## config.mk

```make
export PLATFORM = sky130hd
export DESIGN_NAME = audio_rms_peak_level_meter_core
export DESIGN_NICKNAME = d
export VERILOG_FILES = /design/src/design/arpm_pkg.sv /design/src/design/audio_rms_peak_level_meter_core.sv /design/src/design/arpm_decode.sv /design/src/design/arpm_root.sv
export VERILOG_INCLUDE_DIRS = /design/src /design/src/design
export SDC_FILE = /design/constraint.sdc
export NUM_CORES = 2
export LEC_CHECK = 0
export BUFFER_PORTS_ARGS = -buffer_cell sky130_fd_sc_hd__buf_2
export CAP_MARGIN = 20
export CORE_UTILIZATION = 35
export DETAILED_ROUTE_END_ITERATION = 10
export PLACE_DENSITY = 0.6
export SLEW_MARGIN = 20
export SYNTH_ARGS = -nofsm -noshare
export SYNTH_HDL_FRONTEND = slang
export SYNTH_SLANG_ARGS = --single-unit
```

## constraint.sdc

```tcl
create_clock -name clk_i -period 27.7 [get_ports clk_i]
set_input_delay 2.77 -clock clk_i [delete_from_list [all_inputs] [get_ports clk_i]]
set_output_delay 2.77 -clock clk_i [all_outputs]
set_load 0.005 [all_outputs]
```

## src/design/audio_rms_peak_level_meter_core_defines.svh

```systemverilog
// ----------------------------------------------------------------------------
// arpm assertion macros
// concurrent assertion helpers clocked on clk_i, disabled during reset
// ----------------------------------------------------------------------------
`ifndef AUDIO_RMS_PEAK_LEVEL_METER_CORE_DEFINES_SVH
`define AUDIO_RMS_PEAK_LEVEL_METER_CORE_DEFINES_SVH
`ifndef SYNTHESIS
`define ARPM_ASSERT(lbl, prop) \
  lbl: assert property (@(posedge clk_i) disable iff (!rst_ni) prop) \
    else $error("arpm assertion failed");
`define ARPM_ASSERT_NEXT(lbl, ante, cons) \
  lbl: assert property (@(posedge clk_i) disable iff (!rst_ni) (ante) |=> (cons)) \
    else $error("arpm assertion failed");
`else
`define ARPM_ASSERT(lbl, prop)
`define ARPM_ASSERT_NEXT(lbl, ante, cons)
`endif
`endif

```

## src/design/arpm_pkg.sv

```systemverilog
// ----------------------------------------------------------------------------
// arpm_pkg
// types and codes shared by the level meter modules
// ----------------------------------------------------------------------------
package arpm_pkg;

  localparam int CfgIdxW  = 1;
  localparam int CfgDataW = 6;
  localparam int LevelW   = 24;
  localparam int SeenW    = 32;
  localparam int RootW    = 32;

  localparam logic [CfgIdxW-1:0] CFG_SAMPLE_FORMAT = 1'b0;
  localparam logic [CfgIdxW-1:0] CFG_VALID_BITS    = 1'b1;

  typedef enum logic [1:0] {
    CMD_SAMPLE = 2'd0,
    CMD_TICK   = 2'd1,
    CMD_CLEAR  = 2'd2
  } cmd_e;

  typedef enum logic [2:0] {
    FMT_U8  = 3'd0,
    FMT_S16 = 3'd1,
    FMT_S24 = 3'd2,
    FMT_S32 = 3'd3,
    FMT_F32 = 3'd4,
    FMT_F64 = 3'd5
  } fmt_e;

  typedef enum logic [2:0] {
    ST_IDLE,
    ST_DECODE,
    ST_SQUARE,
    ST_ACCUM,
    ST_ROOT,
    ST_REPORT
  } state_e;

  typedef enum logic [1:0] {
    RP_IDLE,
    RP_DIV,
    RP_SQRT,
    RP_DONE
  } root_phase_e;

  typedef struct packed {
    logic [1:0]  cmd;
    logic [63:0] sample_word;
    logic        silent;
    logic        capturing;
  } in_item_t;

  typedef struct packed {
    logic [LevelW-1:0] rms_level;
    logic [LevelW-1:0] peak_level;
    logic [SeenW-1:0]  samples_seen;
  } out_item_t;

  typedef struct packed {
    logic busy;
    logic done;
  } root_stat_t;

endpackage

```

## src/design/audio_rms_peak_level_meter_core.sv

```systemverilog
// ----------------------------------------------------------------------------
// audio_rms_peak_level_meter_core
// rms and peak level meter over decoded audio samples
// ----------------------------------------------------------------------------
// input channel: in_valid_i / in_stall_o with an in_item_t (cmd, sample word,
// silent and capturing flags). output channel: out_valid_o / out_stall_i with
// an out_item_t (rms, peak, sample count); only a tick command makes an item.
// a sample item goes through accept, decode, square and accumulate.
// a tick goes through accept, 64 divide steps and 32 square root steps
// through one shared compare/subtract unit, a done state, then the load of
// the output register; clear and unused commands finish at acceptance.
// in_stall_o is high while an item is being worked on; a sample may be
// taken while a finished result waits in the output register, but a tick
// holds its result until the previous one has left.
// a stalled output keeps its item unchanged. reset sets the format to s16,
// valid bits to 0 and clears sum, count and peak; no clearing pass.
// cfg_we_i / cfg_idx_i / cfg_data_i write the format and valid bit count.
module audio_rms_peak_level_meter_core #(
  parameter int FRACTION_BITS = 23,
  parameter int COUNT_BITS    = 32
) (
  input  logic                           clk_i,
  input  logic                           rst_ni,
  input  logic                           in_valid_i,
  output logic                           in_stall_o,
  input  arpm_pkg::in_item_t             in_item_i,
  output logic                           out_valid_o,
  input  logic                           out_stall_i,
  output arpm_pkg::out_item_t            out_item_o,
  input  logic                           cfg_we_i,
  input  logic [arpm_pkg::CfgIdxW-1:0]   cfg_idx_i,
  input  logic [arpm_pkg::CfgDataW-1:0]  cfg_data_i
);
  import arpm_pkg::*;

  localparam int MagW = FRACTION_BITS + 1;
  localparam int SqW  = 2 * MagW;
  localparam logic [MagW-1:0] FullMag = {1'b1, {FRACTION_BITS{1'b0}}};

  state_e                state_q, state_d;
  logic [2:0]            fmt_q;
  logic [5:0]            vb_q;
  in_item_t              item_q;
  logic [63:0]           sum_q;
  logic [COUNT_BITS-1:0] total_q;
  logic [MagW-1:0]       peak_q;
  logic [MagW-1:0]       mag_q;
  logic [SqW-1:0]        sq_q;
  logic [LevelW-1:0]     rpt_peak_q;
  logic [SeenW-1:0]      rpt_cnt_q;
  logic                  rms_zero_q;
  logic                  out_valid_q;
  out_item_t             out_item_q;
  logic                  in_accept;
  logic                  root_start;
  logic [MagW-1:0]       dec_mag;
  root_stat_t            root_stat;
  logic [RootW-1:0]      root;
  logic [64:0]           sum_add;
  logic [63:0]           total_ext;

  arpm_decode #(
    .FRACTION_BITS(FRACTION_BITS)
  ) u_decode (
    .fmt_i       (fmt_q),
    .valid_bits_i(vb_q),
    .word_i      (item_q.sample_word),
    .silent_i    (item_q.silent),
    .mag_o       (dec_mag)
  );

  arpm_root #(
    .COUNT_BITS(COUNT_BITS)
  ) u_root (
    .clk_i     (clk_i),
    .rst_ni    (rst_ni),
    .start_i   (root_start),
    .dividend_i(sum_q),
    .divisor_i (total_q),
    .stat_o    (root_stat),
    .root_o    (root)
  );

  always_comb begin
    state_d = state_q;
    case (state_q)
      ST_IDLE: begin
        if (in_accept) begin
          case (in_item_i.cmd)
            CMD_SAMPLE: state_d = ST_DECODE;
            CMD_TICK:   state_d = ST_ROOT;
            default:    state_d = ST_IDLE;
          endcase
        end
      end
      ST_DECODE: state_d = ST_SQUARE;
      ST_SQUARE: state_d = ST_ACCUM;
      ST_ACCUM:  state_d = ST_IDLE;
      ST_ROOT:   if (root_stat.done) state_d = ST_REPORT;
      ST_REPORT: if (!out_valid_q) state_d = ST_IDLE;
      default:   state_d = ST_IDLE;
    endcase
  end

  always_comb begin
    in_stall_o  = (state_q != ST_IDLE);
    in_accept   = in_valid_i && !in_stall_o;
    root_start  = in_accept && (in_item_i.cmd == CMD_TICK);
    out_valid_o = out_valid_q;
    out_item_o  = out_item_q;
    sum_add     = {1'b0, sum_q} + 65'(sq_q);
    total_ext   = 64'(total_q);
  end

  always_ff @(posedge clk_i or negedge rst_ni) begin
    if (!rst_ni) begin
      state_q     <= ST_IDLE;
      fmt_q       <= FMT_S16;
      vb_q        <= '0;
      sum_q       <= '0;
      total_q     <= '0;
      peak_q      <= '0;
      rms_zero_q  <= 1'b1;
      out_valid_q <= 1'b0;
    end else begin
      state_q <= state_d;
      if (cfg_we_i) begin
        case (cfg_idx_i)
          CFG_SAMPLE_FORMAT: fmt_q <= cfg_data_i[2:0];
          CFG_VALID_BITS:    vb_q  <= cfg_data_i;
          default: ;
        endcase
      end
      if (in_accept) begin
        case (in_item_i.cmd)
          CMD_TICK: begin
            rms_zero_q <= !(in_item_i.capturing && total_q != '0);
            sum_q      <= '0;
            total_q    <= '0;
            peak_q     <= '0;
          end
          CMD_CLEAR: begin
            sum_q   <= '0;
            total_q <= '0;
            peak_q  <= '0;
          end
          default: ;
        endcase
      end
      if (state_q == ST_ACCUM) begin
        if (total_q != '1) total_q <= total_q + COUNT_BITS'(1);
        sum_q <= sum_add[64] ? '1 : sum_add[63:0];
        if (mag_q > peak_q) peak_q <= mag_q;
      end
      if (out_valid_q && !out_stall_i) out_valid_q <= 1'b0;
      if (state_q == ST_REPORT && !out_valid_q) out_valid_q <= 1'b1;
    end
  end

  always_ff @(posedge clk_i) begin
    if (in_accept) item_q <= in_item_i;
    if (root_start) begin
      rpt_cnt_q  <= (total_ext > 64'hFFFF_FFFF) ? '1 : total_ext[SeenW-1:0];
      rpt_peak_q <= in_item_i.capturing ? LevelW'(peak_q) : '0;
    end
    if (state_q == ST_DECODE) mag_q <= dec_mag;
    if (state_q == ST_SQUARE) sq_q <= SqW'(mag_q) * SqW'(mag_q);
    if (state_q == ST_REPORT && !out_valid_q) begin
      out_item_q.rms_level    <= rms_zero_q ? '0 : LevelW'(root);
      out_item_q.peak_level   <= rpt_peak_q;
      out_item_q.samples_seen <= rpt_cnt_q;
    end
  end

`include "audio_rms_peak_level_meter_core_defines.svh"

  `ARPM_ASSERT_NEXT(a_tick_clears, in_accept && in_item_i.cmd == CMD_TICK,
                    sum_q == '0 && total_q == '0 && peak_q == '0)
  `ARPM_ASSERT(a_peak_range, peak_q <= FullMag)
  `ARPM_ASSERT(a_root_owner, root_stat.busy |-> state_q == ST_ROOT)

endmodule

```

## src/design/arpm_decode.sv

```systemverilog
// ----------------------------------------------------------------------------
// arpm_decode
// raw sample word to unsigned magnitude with FRACTION_BITS fraction bits
// ----------------------------------------------------------------------------
module arpm_decode #(
  parameter int FRACTION_BITS = 23
) (
  input  logic [2:0]             fmt_i,
  input  logic [5:0]             valid_bits_i,
  input  logic [63:0]            word_i,
  input  logic                   silent_i,
  output logic [FRACTION_BITS:0] mag_o
);
  import arpm_pkg::*;

  localparam int MagW = FRACTION_BITS + 1;
  localparam logic [63:0] FullScale = 64'd1 << FRACTION_BITS;
  localparam int S24L = (FRACTION_BITS >= 23) ? FRACTION_BITS - 23 : 0;
  localparam int S24R = (FRACTION_BITS >= 23) ? 0 : 23 - FRACTION_BITS;

  function automatic logic [63:0] float_mag(input logic [52:0] sig,
                                            input logic signed [12:0] sh);
    logic [63:0] v;
    logic [12:0] nsh;
    v   = '0;
    nsh = -sh;
    if (!sh[12]) begin
      if (sh > 13'sd8) v = FullScale;
      else v = {11'd0, sig} << sh[3:0];
    end else begin
      if (nsh >= 13'd64) v = '0;
      else v = {11'd0, sig} >> nsh[5:0];
    end
    return (v > FullScale) ? FullScale : v;
  endfunction

  logic [7:0]  b8;
  logic [7:0]  m8;
  logic [15:0] v16;
  logic [16:0] m16;
  logic [23:0] v24;
  logic [24:0] m24;
  logic [5:0]  vb_eff;
  logic [5:0]  frac32;
  logic [4:0]  sh32;
  logic [31:0] v32;
  logic [33:0] m32;
  logic [33:0] rnd32;
  logic [7:0]  e32;
  logic [10:0] e64;
  logic signed [12:0] fsh;
  logic [63:0] mag;

  always_comb begin
    b8     = word_i[7:0];
    m8     = (b8 >= 8'd128) ? b8 - 8'd128 : 8'd128 - b8;
    v16    = word_i[15:0];
    m16    = v16[15] ? 17'h10000 - {1'b0, v16} : {1'b0, v16};
    v24    = word_i[23:0];
    m24    = v24[23] ? 25'h1000000 - {1'b0, v24} : {1'b0, v24};
    vb_eff = (valid_bits_i == 6'd0 || valid_bits_i > 6'd32) ? 6'd32 : valid_bits_i;
    frac32 = vb_eff - 6'd1;
    sh32   = 5'(6'd32 - vb_eff);
    v32    = word_i[31:0];
    m32    = v32[31] ? 34'h100000000 - {2'd0, v32} : {2'd0, v32};
    rnd32  = (34'd1 << sh32) - 34'd1;
    if (v32[31]) m32 = (m32 + rnd32) >> sh32;
    else m32 = m32 >> sh32;
    e32    = word_i[30:23];
    e64    = word_i[62:52];
    fsh    = '0;
    mag    = '0;
    case (fmt_i)
      FMT_U8:  mag = 64'(m8) << (FRACTION_BITS - 7);
      FMT_S16: mag = 64'(m16) << (FRACTION_BITS - 15);
      FMT_S24: mag = (64'(m24) << S24L) >> S24R;
      FMT_S32: begin
        if (6'(FRACTION_BITS) >= frac32) mag = 64'(m32) << (6'(FRACTION_BITS) - frac32);
        else mag = 64'(m32) >> (frac32 - 6'(FRACTION_BITS));
      end
      FMT_F32: begin
        if (e32 == 8'hFF) begin
          mag = (word_i[22:0] != 23'd0) ? 64'd0 : FullScale;
        end else if (e32 >= 8'd127) begin
          mag = FullScale;
        end else if (e32 == 8'd0) begin
          fsh = 13'(FRACTION_BITS) - 13'd149;
          mag = float_mag({30'd0, word_i[22:0]}, fsh);
        end else begin
          fsh = 13'({5'd0, e32}) + 13'(FRACTION_BITS) - 13'd150;
          mag = float_mag({29'd0, 1'b1, word_i[22:0]}, fsh);
        end
      end
      FMT_F64: begin
        if (e64 == 11'h7FF) begin
          mag = (word_i[51:0] != 52'd0) ? 64'd0 : FullScale;
        end else if (e64 >= 11'd1023) begin
          mag = FullScale;
        end else if (e64 == 11'd0) begin
          fsh = 13'(FRACTION_BITS) - 13'd1074;
          mag = float_mag({1'b0, word_i[51:0]}, fsh);
        end else begin
          fsh = 13'({2'd0, e64}) + 13'(FRACTION_BITS) - 13'd1075;
          mag = float_mag({1'b1, word_i[51:0]}, fsh);
        end
      end
      default: mag = '0;
    endcase
  end

  assign mag_o = silent_i ? '0 : mag[MagW-1:0];

endmodule

```

## src/design/arpm_root.sv

```systemverilog
// ----------------------------------------------------------------------------
// arpm_root
// shared compare/subtract unit: restoring divide, then bitwise square root
// ----------------------------------------------------------------------------
module arpm_root #(
  parameter int COUNT_BITS = 32
) (
  input  logic                            clk_i,
  input  logic                            rst_ni,
  input  logic                            start_i,
  input  logic [63:0]                     dividend_i,
  input  logic [COUNT_BITS-1:0]           divisor_i,
  output arpm_pkg::root_stat_t            stat_o,
  output logic [arpm_pkg::RootW-1:0]      root_o
);
  import arpm_pkg::*;

  localparam int RemW = (COUNT_BITS + 1 > 35) ? COUNT_BITS + 1 : 35;

  root_phase_e           phase_q, phase_d;
  logic [5:0]            step_q;
  logic [RemW-1:0]       rem_q;
  logic [63:0]           work_q;
  logic [RootW-1:0]      root_q;
  logic [COUNT_BITS-1:0] div_q;
  logic [RemW-1:0]       opa, opb;
  logic [RemW:0]         diff;
  logic                  ge;

  // shared subtract unit
  always_comb begin
    case (phase_q)
      RP_DIV: begin
        opa = {rem_q[RemW-2:0], work_q[63]};
        opb = RemW'(div_q);
      end
      RP_SQRT: begin
        opa = {rem_q[RemW-3:0], work_q[63:62]};
        opb = RemW'({root_q, 2'b01});
      end
      default: begin
        opa = '0;
        opb = '0;
      end
    endcase
    diff = {1'b0, opa} - {1'b0, opb};
    ge   = !diff[RemW];
  end

  always_comb begin
    phase_d = phase_q;
    case (phase_q)
      RP_IDLE: if (start_i) phase_d = RP_DIV;
      RP_DIV:  if (step_q == 6'd63) phase_d = RP_SQRT;
      RP_SQRT: if (step_q == 6'd31) phase_d = RP_DONE;
      RP_DONE: phase_d = RP_IDLE;
      default: phase_d = RP_IDLE;
    endcase
  end

  always_comb begin
    stat_o.busy = (phase_q != RP_IDLE);
    stat_o.done = (phase_q == RP_DONE);
    root_o      = root_q;
  end

  always_ff @(posedge clk_i or negedge rst_ni) begin
    if (!rst_ni) begin
      phase_q <= RP_IDLE;
      step_q  <= '0;
    end else begin
      phase_q <= phase_d;
      if (phase_q == RP_DIV || phase_q == RP_SQRT) begin
        step_q <= (phase_d != phase_q) ? 6'd0 : step_q + 6'd1;
      end else begin
        step_q <= '0;
      end
    end
  end

  always_ff @(posedge clk_i) begin
    case (phase_q)
      RP_IDLE: begin
        if (start_i) begin
          work_q <= dividend_i;
          div_q  <= divisor_i;
          rem_q  <= '0;
        end
      end
      RP_DIV: begin
        work_q <= {work_q[62:0], ge};
        if (step_q == 6'd63) begin
          rem_q  <= '0;
          root_q <= '0;
        end else begin
          rem_q <= ge ? diff[RemW-1:0] : opa;
        end
      end
      RP_SQRT: begin
        rem_q  <= ge ? diff[RemW-1:0] : opa;
        work_q <= {work_q[61:0], 2'b00};
        root_q <= {root_q[RootW-2:0], ge};
      end
      default: ;
    endcase
  end

endmodule
```

==> reports/metrics.cfg <==
[timing]
rsz0062_at_grt=no
timing.clock.skew_ns=0.0852
min_period_ns=10.81
clock.fmax_mhz=92.5
final_min_period_over_clock_period=0.390
timing_worst_slew_pin_value_ns=1.18
final_hold_viol_count=0
fin_setup_tns_ns=0
final_slew_violations=0
timing.slew.headroom=0.207
finalSetupViolCount=0

[worst_setup_path]
critical_path_peak_fanout=13
cpPeakStageDelay_ns=0.86
critical_path.n_buffers_inverters=2
worst_path_dominant_cell_family=compound AO/OA/AOI/OAI gates
worst_setup_path_end_kind=register
timing.critical_path.from_type=register
cp.required_ns=28.09
timing.setup.critical_path_class=reg2reg
cp_data_arrival_time_ns=11.20
crit_slowest_cell=sky130_fd_sc_hd__nor3_1

[yosys]
mappedNetlistNets=7978
synth_top_cell_area_share=0.207
synth_area_per_cell_um2=8.83
ys_seq_elements=575
synthArstFlopShare=0.247
synth_area_leaders=sky130_fd_sc_hd__edfxtp_1 21%, sky130_fd_sc_hd__fa_1 14%, sky130_fd_sc_hd__ha_1 7.5%
ys_seq_area_frac=0.264
post_synth_inst_count=7098
synthesis.area_um2=62700
netlist.top_cell.by_area=sky130_fd_sc_hd__edfxtp_1
synth-edff-count=433
dominantRegCellSynth=sky130_fd_sc_hd__edfxtp_1
yosys_warnings=0
synthDistinctLibCells=118

[global_route]
initial_antenna_violation_count=6
largest_net_degree_at_the_start_of_global_routing=114
overall_track_demand_over_capacity_in_global_routing=0.226
number_of_global_route_vias_before_repair=53200
globalRoute.totalOverflow=0
grt_first_pass_wirelength_um=320000

[clock_network]
cts_root_buf=sky130_fd_sc_hd__clkbuf_16
htree_levels=3
worst_skew_pair.late_latency_ns=0.70
cts_resized=0
clock_transition_at_the_register_clock_pins_on_the_worst_setup_and_hold_paths_after_cts_ns=0.06
cts-hold-fix-buffers=0
cts_tree=yes
cts.path.max_buffers=3
cts_post_setup_buffers_inserted=0
total_cts_buffers=68
clock-sinks=575

[die]
core-area_um2=177000
die_x_um=425
die_area_um2=181000
boundaryPins=162
floorplan.die.height_um=425
floorplan.initialDensity=0.354
placementRows=154

[placement]
buffers_added_on_ports=160
place.detailed.hpwl_um=155000
last_weighted_congestion_value_of_the_routability_driven_placer=0.968
dpl_cell_area_um2=65900

[route]
detail_route.vias_per_cell=5.86
drt-total-wl_um=209000
wire_per_inst_um=22.2
drt-initial-drc-count=5098
routed-via-count=55100
drt_drc_violations_left=0
drt.antenna.violating_nets=0
drt-pass1-iter-count=7

[layout]
nets=7888
layout_cells_sized_above_1=0.0941
fin_area_um2=68300
area.growth.synth_to_final_pct=8.97
layout_commonest_cell=sky130_fd_sc_hd__nand2_1
commonest_cells_after_routing_fill_and_taps_aside=674 x sky130_fd_sc_hd__nand2_1, 670 x sky130_fd_sc_hd__nor2_1, 628 x sky130_fd_sc_hd__inv_1, 450 x sky130_fd_sc_hd__a21oi_1, 433 x sky130_fd_sc_hd__edfxtp_1
antennaDiodeCount=0

[status]
status=complete, no violations

[worst_hold_path]
hold_class=reg2reg

[run]
maxCapViolations=0

==> cell usage after synthesis, types with 53 or more instances <==
cell type,n
sky130_fd_sc_hd__inv_1,629
sky130_fd_sc_hd__buf_2,67
sky130_fd_sc_hd__fa_1,424
sky130_fd_sc_hd__mux4_2,53
sky130_fd_sc_hd__nand3_1,235
sky130_fd_sc_hd__nor2_1,676
sky130_fd_sc_hd__o21ai_0,309
sky130_fd_sc_hd__xnor2_1,164
sky130_fd_sc_hd__buf_1,59
sky130_fd_sc_hd__dfrtp_1,140
sky130_fd_sc_hd__clkbuf_1,335
sky130_fd_sc_hd__a31oi_1,108
sky130_fd_sc_hd__mux2_2,69
sky130_fd_sc_hd__xor2_1,85
sky130_fd_sc_hd__a22oi_1,118
sky130_fd_sc_hd__a21oi_1,451
sky130_fd_sc_hd__mux2i_1,160
sky130_fd_sc_hd__a21o_1,86
sky130_fd_sc_hd__ha_1,376
sky130_fd_sc_hd__a211oi_1,103
sky130_fd_sc_hd__nor3_1,144
sky130_fd_sc_hd__edfxtp_1,433
sky130_fd_sc_hd__nor2b_1,64
sky130_fd_sc_hd__nand2_1,675
sky130_fd_sc_hd__and2_1,101
sky130_fd_sc_hd__o211ai_1,72
sky130_fd_sc_hd__or3_1,61
sky130_fd_sc_hd__nand4_1,62
==> metrics by stage <==
stage | utilization | setup slack (ns) | hold slack (ns) | std cells
global placement | 0.372 | 17.23 | 0.404 | 9278
global route | 0.386 | 16.40 | 0.396 | 9404
detailed placement | 0.372 | 17.21 | 0.405 | 9278
CTS | 0.386 | 17.16 | 0.387 | 9404
floorplan | - | 17.70 | 0.400 | 7098
finish | 0.386 | 16.89 | 0.383 | 9404
==> kinds of logic (layout without fill, tap and decap cells) <==
| logic type | count (synthesis) | count (layout) | synth area share |
|---|---|---|---|
| xor gates and xnor gates | 250 | 250 | 0.0352 |
| DFF | 575 | 575 | 0.264 |
| other | 1 | 1 | 0.0000598 |
| AOI/OAI and AO/OA | 1829 | 1829 | 0.198 |
| adders and majority gates | 800 | 800 | 0.210 |
| buffers and inverters | 1104 | 1070 | 0.0676 |
| and+or+nand+nor | 2253 | 2253 | 0.166 |
| muxes | 286 | 286 | 0.0586 |
==> flip-flops by register name, summed over array words and instances, names as in the netlist <==
name and cells:
out_item_o 80, item_q 64, sum_q 64, u_root.work_q 64
sq_q 47, u_root.rem_q 34, rpt_cnt_q 32, total_q 32
u_root.div_q 32, u_root.root_o 32, mag_q 24, peak_q 24
rpt_peak_q 24, u_root.step_q 6, vb_q 6, fmt_q 3
state_q 3, u_root.phase_q 2, out_valid_o 1, rms_zero_q 1
==> area by class of cell <==
class                      instances  area, um2
fill                           17800     109000
inverter                         640       2400
sequential                       575      16600
clock buffer                      83       1770
multi-input combinational       5419      42100
timing repair buffer             304       1900
tap                             2340       2930
clock inverter                    43        633
==> metal layers <==
layer	up-vias	track usage	wire, um
li1	25300	-	-
met1	27000	0.300	87600
met2	2346	0.367	96600
met3	472	0.0349	15400
met4	6	0.0887	8800
met5	-	0	41
==> worst register-to-register path, delay by kind of cell (launching register included) <==
family / cells / cell delay, ns
fa+ha+maj: 3 / 1.07
simple gates: 9 / 3.55
buf+inv: 2 / 0.48
xor+xnor: 1 / 0.11
flops: 1 / 0.74
mux: 1 / 0.27
compound gates: 12 / 4.27
==> final timing paths <==
check,start,to,slack (ns),depth (start not counted)
setup reg to reg,item_q[3]$_DFFE_PP_,mag_q[16]$_SDFFCE_PP0P_,16.89,28
hold reg to reg,rpt_peak_q[10]$_SDFFCE_PN0P_,out_item_o[42]$_DFFE_PP_,0.38,0
max in group asynchronous,rst_ni,total_q[6]$_DFF_PN0_,24.00,2
setup / recovery,item_q[3]$_DFFE_PP_,mag_q[16]$_SDFFCE_PP0P_,16.89,28
min in group asynchronous,rst_ni,total_q[18]$_DFF_PN0_,2.08,1
hold / removal,rpt_peak_q[10]$_SDFFCE_PN0P_,out_item_o[42]$_DFFE_PP_,0.38,0
Power is not shown: default switching activity piles up to over one toggle a cycle in this logic, so the estimate is an artifact.
